[src/rtl/heq_div.sv]
// Iterative restoring divider, one quotient bit per cycle, quotient below 2^(PIXEL_BITS+1).
// Depends on nothing outside this file.
module heq_div #(
  parameter int PIXEL_BITS = 16,
  parameter int COUNT_BITS = 32
) (
  input  logic                           clk_i,
  input  logic                           rst_ni,
  input  logic                           start_i,
  input  logic [COUNT_BITS+PIXEL_BITS+1:0] num_i,
  input  logic [COUNT_BITS:0]            den_i,
  output logic                           done_o,
  output logic [PIXEL_BITS:0]            quo_o
);
  localparam int CW = $clog2(PIXEL_BITS + 2);

  logic [COUNT_BITS+1:0] r_q, r_d, rs;
  logic [PIXEL_BITS:0]   qs_q, qs_d;
  logic [COUNT_BITS:0]   den_q;
  logic [CW-1:0]         cnt_q;
  logic                  busy_q, done_q, ge;

  always_comb begin
    rs   = {r_q[COUNT_BITS:0], qs_q[PIXEL_BITS]};
    ge   = rs >= {1'b0, den_q};
    r_d  = ge ? (rs - {1'b0, den_q}) : rs;
    qs_d = {qs_q[PIXEL_BITS-1:0], ge};
  end

  always_ff @(posedge clk_i or negedge rst_ni) begin
    if (!rst_ni) begin
      busy_q <= 1'b0;
      done_q <= 1'b0;
      cnt_q  <= '0;
    end else begin
      done_q <= 1'b0;
      if (start_i) begin
        busy_q <= 1'b1;
        cnt_q  <= CW'(PIXEL_BITS + 1);
      end else if (busy_q) begin
        cnt_q <= cnt_q - 1'b1;
        if (cnt_q == CW'(1)) begin
          busy_q <= 1'b0;
          done_q <= 1'b1;
        end
      end
    end
  end

  always_ff @(posedge clk_i) begin
    if (start_i) begin
      r_q   <= {1'b0, num_i[COUNT_BITS+PIXEL_BITS+1:PIXEL_BITS+1]};
      qs_q  <= num_i[PIXEL_BITS:0];
      den_q <= den_i;
    end else if (busy_q) begin
      r_q  <= r_d;
      qs_q <= qs_d;
    end
  end

  assign done_o = done_q;
  assign quo_o  = qs_q;

endmodule

[config.mk]
export PLATFORM = sky130hd
export DESIGN_NAME = heq_div
export DESIGN_NICKNAME = d
export VERILOG_FILES = /design/src/rtl/heq_div.sv
export SDC_FILE = /design/constraint.sdc
export NUM_CORES = 1
export LEC_CHECK = 0
export ABC_CLOCK_PERIOD_IN_PS = 4000
export BUFFER_PORTS_ARGS = -buffer_cell sky130_fd_sc_hd__buf_2
export CAP_MARGIN = 20
export CORE_MARGIN = 5
export CORE_UTILIZATION = 57
export DETAILED_ROUTE_END_ITERATION = 10
export PLACE_DENSITY = 0.81
export RECOVER_POWER = 50
export SLEW_MARGIN = 10
export SYNTH_ARGS = -nofsm -noshare
export SYNTH_HDL_FRONTEND = slang
export SYNTH_SLANG_ARGS = --single-unit
[constraint.sdc]
create_clock -name clk_i -period 4 [get_ports clk_i]
set_clock_uncertainty 0.1 [all_clocks]
set_input_delay 0.4 -clock clk_i [delete_from_list [all_inputs] [get_ports clk_i]]
set_output_delay 0.4 -clock clk_i [all_outputs]
set_load 0.1 [all_outputs]
==> flow_summary_export.csv, run 1 <==
group,metric,value,unit
run_status,status,"complete, but fails checks",
run_status,violations,"max-capacitance violations, max-slew violations",
detailed_routing,via_per_inst,5.64,
global_routing,track_usage,20.1,%
setup_path,crit_type,"reg -> reg",
min_path,hp-class,"in -> reg",
finish,insertedDiodeCount,0,
floorplan,die-area,12200,sq um
global_routing,grt_max_degree,62,
setup_path,crit_chain,"inv_1, ha_1, inv_1, fa_1, a211oi_1, o21bai_1, o21ai_1, a211o_2, a31oi_4, a31o_4, mux2_2, mux2_2",
sta,whs,0.0848,ns
floorplan,rows,36,
finish,area_growth,13.2,%
finish,drive_above_1_share,27.3,%
global_routing,antenna_found_initial,1,
flow_run,drv_cap,1,
sta,tightest_slew,2.05,ns
clock_network,clk_path_buf_depth,2,
setup_path,critPathTopFamily,"compound AO/OA/AOI/OAI gates",
setup_path,cp.required,4.05,ns
logic_synthesis,ys_ff_latch,90,
sta,max_freq,274,MHz
setup_path,cp_slowest_cell,"a31o_4",
finish,final_common_cell,"buf_2",
sta,maxSlewViolCount,43,
logic_synthesis,synth_flop_cell,"edfxtp_1",
sta,hold_violations,0,
setup_path,path_max_fanout,58,
detailed_routing,initialDrtViolationCount,170,
clock_network,clkTransAtPathRegs,0.09,ns
sta,period_share,91.2,%
setup_path,critPathMaxStageDelay,0.62,ns
detailed_routing,drc_errors,0,
sta,grt_setup_unrepaired,"false",
power_and_ir_drop,irDropWorstVdd,485,uV
setup_path,end_kind,"register",
place,io_buffers,103,
clock_network,post_cts_buffers,0,
clock_network,cts_tree,"done",
place,gp_congestion,0.994,
logic_synthesis,synth.distinct_cells,65,
setup_path,crit_arrival,3.69,ns
detailed_routing,ant_nets,0,
clock_network,clock_latency,0.38,ns
clock_network,htree_num_levels,3,
logic_synthesis,synth-seq-area-share,46.4,%
floorplan,start_util,58.6,%
logic_synthesis,synth-edff-count,83,
logic_synthesis,synth_area,5750,sq um
detailed_routing,drtPass1Iterations,5,
logic_synthesis,synthCells,530,
power_and_ir_drop,p_leak,2.86,nW
place,hpwl,9160,um
logic_synthesis,async_flop_share,7.78,%
finish,utilization,66.3,%
power_and_ir_drop,p_per_area,788,nW/um^2
global_routing,grt_pass1_vias,4365,
finish,mostFrequentLayoutCells,"buf_2, edfxtp_1, inv_1, a21oi_1, mux2_2",
detailed_routing,route.vias.total,4304,
logic_synthesis,synth_fp_nets,652,
sta,maxSlewHeadroom,-36.3,%
clock_network,cts_sinks,90,
setup_path,path_buf_inv,2,
sta,setup_viol,0,
floorplan,die_w,110,um
floorplan,io-pin-count,104,
clock_network,root_buffer,"clkbuf_8",
setup_path,cp-start-kind,"register",
floorplan,die_y,110,um
sta,min_period,3.65,ns
floorplan,coreArea,9820,sq um
sta,tns,0,ns
logic_synthesis,avgSynthCellArea,10.9,sq um
global_routing,grt_pass1_wl,20300,um
logic_synthesis,yosys_warnings,0,
clock_network,cts_buffers,9,
detailed_routing,wl,12200,um
global_routing,overflow,0,
setup_path,reg2reg_slack,0.35,ns
detailed_routing,wire_per_inst,16.0,um
finish,fin_nets,747,
-- per-layer routing --
layer | GRT usage, % | up-vias | wire length, um
met4 | 5.83 | 2 | 129
met3 | 8.04 | 14 | 924
li1 | - | 2138 | -
met5 | 0 | - | 7
met1 | 25.7 | 2007 | 5370
met2 | 31.6 | 143 | 5750
-- stage by stage --
stage	instance area (sq um)	std cells	setup slack (ns)	total power [mW]
after global placement	6330	746	0.444	4.46
after detailed placement	6330	746	0.351	4.55
after floorplan	5750	530	0.311	4.02
after CTS	6520	763	0.345	5.14
after global routing	6510	763	0.129	5.54
final	6510	763	0.354	5.13
-- state kept, by name, summed over array words and instances, names as in the netlist --
name / flops
busy_q: 1
cnt_q: 5
den_q: 33
done_o: 1
quo_o: 17
r_q: 33
-- where the power goes --
part | total [mW] | internal (mW) | switching (mW)
Clock | 0.561 | 0.227 | 0.334
Sequential | 1.56 | 1.40 | 0.160
Combinational | 3.02 | 1.23 | 1.79
-- cell type report --
| class | instances | area [sq um] |
|---|---|---|
| Clock buffer | 10 | 128 |
| Clock inverter | 6 | 42.5 |
| Fill cell | 805 | 3310 |
| Inverter | 46 | 173 |
| Multi-Input combinational cell | 372 | 2800 |
| Sequential cell | 90 | 2670 |
| Tap cell | 133 | 166 |
| Timing Repair Buffer | 106 | 538 |
-- final timing paths --
path                            startpoint  cells after the start         to
worst max-delay path             quo_o[16]                     12    r_q[32]
worst min-delay path             den_i[32]                      1  den_q[32]
worst max register to register   quo_o[16]                     12    r_q[32]
worst min register to register    cnt_q[4]                      2   cnt_q[4]
max in group asynchronous           rst_ni                      2     busy_q
min in group asynchronous           rst_ni                      2   cnt_q[3]
-- cells by family (layout without fill, tap and decap cells) --
family          count (synthesis)  in the layout  synth area share, %
buf+inv                        68            168                 5.05
fa+ha+maj                      36             36                 7.96
flops                          90             90                 46.4
simple gates                  118            118                 10.2
xor+xnor                       34             34                 5.18
mux                            46             46                 9.16
compound gates                138            138                 16.1
-- synthesized netlist by cell type, drive strengths merged, types with 5 or more instances --
master	instances	area share [%]
a211oi	5	0.74
a21o	18	2.3
a21oi	47	4.2
and3	6	0.65
buf	9	1.2
clkbuf	13	0.87
dfrtp	7	3.0
edfxtp	83	43
ha	35	7.6
inv	46	3.0
mux2	44	8.8
nand2	33	2.2
nand2b	5	0.54
nand3	7	0.61
nor2	33	2.2
nor3	9	0.87
nor3b	5	0.65
o21ai	27	2.3
o21bai	6	0.78
xnor2	19	2.9
xor2	15	2.3
-- timing repair --
item | in CTS | in global routing
hold buffers | 1 | 0
hold endpoints to repair | 7 | 0
gates resized for setup | 0 | 0
Power figures use the tool's default switching activity.
==> inputs of run 2 (changes only) <==
--- a/config.mk
+++ b/config.mk
@@ -9,9 +9,10 @@
 export BUFFER_PORTS_ARGS = -buffer_cell sky130_fd_sc_hd__buf_2
 export CAP_MARGIN = 20
 export CORE_MARGIN = 5
-export CORE_UTILIZATION = 57
+export CORE_UTILIZATION = 58
+export CTS_BUF_LIST = sky130_fd_sc_hd__clkbuf_8
 export DETAILED_ROUTE_END_ITERATION = 10
-export PLACE_DENSITY = 0.81
+export PLACE_DENSITY = 0.83
 export RECOVER_POWER = 50
 export SLEW_MARGIN = 10
 export SYNTH_ARGS = -nofsm -noshare
==> flow_summary_export.csv, run 2 (synthesized netlist as in run 1, its figures left out) <==
group,metric,value,unit
run_status,status,"complete, but fails checks",
run_status,violations,"max-capacitance violations, max-slew violations",
global_routing,grt_max_degree,61,
sta,maxSlewViolCount,44,
setup_path,reg2reg_depth,9,
min_path,worstHoldEndpoint,"den_q[26]",
setup_path,cp_slowest_cell,"a31o_4",
power_and_ir_drop,power,5.15,mW
finish,area_growth,13.0,%
setup_path,reg2reg_slack,0.33,ns
power_and_ir_drop,p_leak,2.84,nW
sta,grt_setup_unrepaired,"false",
sta,min_period,3.67,ns
setup_path,cp-start-kind,"register",
clock_network,cts_tree,"done",
clock_network,ctsHoldBuffers,1,
detailed_routing,via_per_inst,5.77,
clock_network,clkTransAtPathRegs,0.09,ns
power_and_ir_drop,p_per_area,791,nW/um^2
clock_network,htree_num_levels,3,
setup_path,critPathTopFamily,"compound AO/OA/AOI/OAI gates",
sta,hold_violations,0,
sta,tightest_slew,2.21,ns
sta,max_freq,273,MHz
floorplan,coreArea,9730,sq um
global_routing,grt_pass1_vias,4351,
setup_path,cp.required,4.02,ns
finish,fin_nets,747,
finish,design_area,6500,sq um
global_routing,overflow,0,
place,io_buffers,103,
clock_network,cts_buffers,9,
sta,tns,0,ns
floorplan,die_w,110,um
min_path,hp-start,"den_i[26]",
setup_path,crit_arrival,3.69,ns
sta,maxSlewHeadroom,-47.1,%
setup_path,crit_chain,"ha_1, o2111ai_1, nor3b_1, o21ai_1, a211o_2, a31oi_4, a31o_4, mux2_2, mux2_2",
finish,final_common_cell,"buf_2",
floorplan,rows,36,
place,placed_area,6330,sq um
detailed_routing,wire_per_inst,16.4,um
finish,insertedDiodeCount,0,
clock_network,cts_sinks,90,
detailed_routing,drtPass1Iterations,5,
setup_path,path_max_fanout,58,
sta,setup_viol,0,
setup_path,cpMostUsedCell,"mux2_2",
min_path,min_path_cells,1,
setup_path,path_buf_inv,0,
clock_network,cts_resized,0,
setup_path,end_kind,"register",
min_path,hp-class,"in -> reg",
place,hpwl,9350,um
clock_network,root_buffer,"clkbuf_8",
place,gp_congestion,1.01,
floorplan,die_y,110,um
global_routing,grt_pass1_wl,19800,um
floorplan,die-area,12000,sq um
clock_network,clock_latency,0.37,ns
setup_path,worstReg2RegStart,"r_q[11]",
global_routing,antenna_found_initial,1,
detailed_routing,wl,12500,um
power_and_ir_drop,irDropWorstVdd,486,uV
finish,mostFrequentLayoutCells,"buf_2, edfxtp_1, inv_1",
finish,final_cell_count_no_fill,763,
setup_path,crit_type,"reg -> reg",
detailed_routing,initialDrtViolationCount,227,
clock_network,clk_path_buf_depth,2,
setup_path,reg2reg_to,"r_q[32]",
place,dp_cells,746,
setup_path,critPathMaxStageDelay,0.63,ns
global_routing,track_usage,20.9,%
floorplan,start_util,59.1,%
finish,utilization,66.8,%
floorplan,io-pin-count,104,
detailed_routing,ant_nets,0,
finish,drive_above_1_share,26.3,%
detailed_routing,route.vias.total,4400,
flow_run,drv_cap,1,
clock_network,post_cts_buffers,0,
detailed_routing,drc_errors,0,
sta,period_share,91.7,%
==> run 2: cell count changes in the layout (fill, tap and decap cells not counted), sizes merged <==
cell / change
clkbuf: +5
inv: +1
buf: -6
==> run 2: metrics by stage <==
stage / hold slack (ns) / setup WS, ns
after global routing: 0.0796 / 0.106
final: 0.102 / 0.332
after global placement: 0.132 / 0.445
after floorplan: 0.00441 / 0.311
after detailed placement: 0.141 / 0.335
after CTS: 0.0825 / 0.333
==> run 2: power by group <==
group | internal (mW) | switching (mW)
clock network | 0.225 | 0.329
logic | 1.23 | 1.81
registers | 1.40 | 0.164
total | 2.85 | 2.30
==> run 2: worst max-delay path by stage <==
stage	start	endpoint	slack, ns	cells after the start
after floorplan	quo_o[16]	r_q[28]	0.31	13
after global placement	r_q[10]	r_q[32]	0.44	9
after detailed placement	r_q[11]	r_q[32]	0.33	9
after CTS	r_q[11]	r_q[32]	0.33	9
after global routing	quo_o[16]	r_q[32]	0.11	12
final	r_q[11]	r_q[32]	0.33	9
==> run 2: final cells by class <==
type	instances	area (sq um)
Tap cell	133	166
Multi-Input combinational cell	372	2800
Inverter	46	173
Clock buffer	9	124
Sequential cell	90	2670
Timing Repair Buffer	106	531
Fill cell	798	3230
Clock inverter	7	46.3
==> run 2: routing by layer <==
metal	global-route usage [%]	up-vias	share of wire, %
met1	27.0	2076	43
met3	4.76	23	7.2
li1	-	2143	-
met5	0	-	0.10
met4	6.86	2	1.6
met2	34.7	156	48
==> inputs of run 3 (changes only) <==
--- a/config.mk
+++ b/config.mk
@@ -12,6 +12,7 @@
 export CORE_UTILIZATION = 58
 export CTS_BUF_LIST = sky130_fd_sc_hd__clkbuf_8
 export DETAILED_ROUTE_END_ITERATION = 10
+export GPL_TIMING_DRIVEN = 0
 export PLACE_DENSITY = 0.83
 export RECOVER_POWER = 50
 export SLEW_MARGIN = 10
==> flow_summary_export.csv, run 3 (synthesized netlist as in run 1, its figures left out) <==
group,metric,value,unit
run_status,status,"completed",
global_routing,track_usage,23.4,%
detailed_routing,wire_per_inst,17.3,um
sta,hold_violations,0,
global_routing,grt_pass1_vias,4456,
clock_network,cts_sinks,90,
sta,min_period,3.64,ns
floorplan,die_y,110,um
detailed_routing,via_per_inst,5.71,
setup_path,path_max_fanout,3,
finish,final_cell_count_no_fill,784,
power_and_ir_drop,p_leak,2.86,nW
finish,drive_above_1_share,25.3,%
finish,final_common_cell,"buf_2",
floorplan,io-pin-count,104,
clock_network,clock_latency,0.37,ns
clock_network,cts_tree,"done",
floorplan,rows,36,
place,gp_congestion,0.981,
finish,mostFrequentLayoutCells,"buf_2, edfxtp_1, inv_1, a21oi_1, mux2_2",
clock_network,root_buffer,"clkbuf_8",
detailed_routing,initialDrtViolationCount,183,
sta,grt_setup_unrepaired,"false",
power_and_ir_drop,irDropWorstVdd,398,uV
detailed_routing,drtPass1Iterations,4,
sta,tightest_slew,1.18,ns
setup_path,cp.required,4.03,ns
global_routing,grt_max_degree,35,
setup_path,reg2reg_slack,0.36,ns
setup_path,cp-start-kind,"register",
place,dp_cells,767,
setup_path,crit_arrival,3.67,ns
sta,setup_viol,0,
finish,area_growth,15.1,%
clock_network,clk_path_buf_depth,2,
place,io_buffers,103,
sta,period_share,90.9,%
sta,tns,0,ns
detailed_routing,wl,13600,um
detailed_routing,route.vias.total,4477,
finish,fill_cells,784,
power_and_ir_drop,power,5.27,mW
finish,design_area,6620,sq um
detailed_routing,drc_errors,0,
clock_network,cts_buffers,9,
sta,max_freq,275,MHz
place,placed_area,6450,sq um
global_routing,grt_pass1_wl,21600,um
floorplan,start_util,59.1,%
floorplan,die-area,12000,sq um
power_and_ir_drop,p_per_area,796,nW/um^2
setup_path,end_kind,"register",
min_path,hp-class,"in -> reg",
place,hpwl,10200,um
clock_network,ctsHoldBuffers,1,
finish,multi_input_area,2800,sq um
sta,maxSlewViolCount,0,
global_routing,overflow,0,
finish,regArea,2670,sq um
global_routing,antenna_found_initial,0,
floorplan,die_w,110,um
floorplan,coreArea,9730,sq um
sta,maxSlewHeadroom,21.5,%
clock_network,post_cts_buffers,0,
finish,insertedDiodeCount,0,
finish,fin_nets,768,
detailed_routing,ant_nets,0,
setup_path,crit_type,"reg -> reg",
clock_network,clkTransAtPathRegs,0.09,ns
clock_network,cts_resized,0,
flow_run,drv_cap,0,
finish,utilization,68.0,%
clock_network,htree_num_levels,3,
-- run 3: cell count changes in the layout (fill, tap and decap cells not counted) --
cell	previous run	this run
clkbuf_1	8	32
buf_2	95	87
buf_6	0	4
buf_4	2	0
clkinvlp_4	1	3
buf_1	0	1
buf_12	0	1
clkbuf_2	0	1
clkinv_1	1	0
inv_1	47	46
or2_0	1	0
or2_2	0	1
-- run 3: area by class of cell --
cell class | count | area share (%)
clock buffers | 9 | 1.87
plain buffers | 22 | 1.78
repair buffers | 105 | 7.88
inverters | 46 | 2.61
well taps | 133 | 2.51
clock inverters | 7 | 0.813
multi-input cells | 372 | 42.2
flip-flops and latches | 90 | 40.3
-- run 3: per-layer routing --
metal  part of all wire, %  global-route usage (%)
met3                   7.5                    5.87
met2                    47                    38.8
met4                   1.6                    6.23
met1                    44                    30.7
met5                     0                       0
-- run 3: path summary, 6_finish.rpt --
check,start,to,depth (start not counted)
max,quo_o[16],r_q[20],13
max reg2reg,quo_o[16],r_q[20],13
min in group asynchronous,rst_ni,cnt_q[1],2
max in group asynchronous,rst_ni,cnt_q[0],2
min reg2reg,cnt_q[4],cnt_q[4],2
min,den_i[29],den_q[29],1
-- run 3: power by group --
part | internal (mW) | total (mW) | switching [mW]
clock | 0.228 | 0.577 | 0.348
sequential | 1.40 | 1.56 | 0.168
combinational | 1.27 | 3.13 | 1.86
total | 2.89 | 5.27 | 2.38
-- run 3: critical path, stage by stage, from the launching register on --
cell,delay (ns)
edfxtp_1,0.43
inv_1,0.08
ha_1,0.15
inv_1,0.06
fa_1,0.41
a211oi_1,0.28
o21bai_1,0.15
a21oi_1,0.29
o22ai_1,0.16
a221oi_1,0.48
o221ai_1,0.26
xnor2_1,0.21
a21oi_1,0.08
mux2_2,0.25
-- run 3: through the flow --
stage | hold WS (ns) | worst slack, ns
4_1_cts | 0.0774 | 0.392
3_3_place_gp | 0.133 | 0.148
3_5_place_dp | 0.142 | 0.259
2_1_floorplan | 0.00441 | 0.311
6_report | 0.0926 | 0.363
5_1_grt | 0.0696 | 0.0910
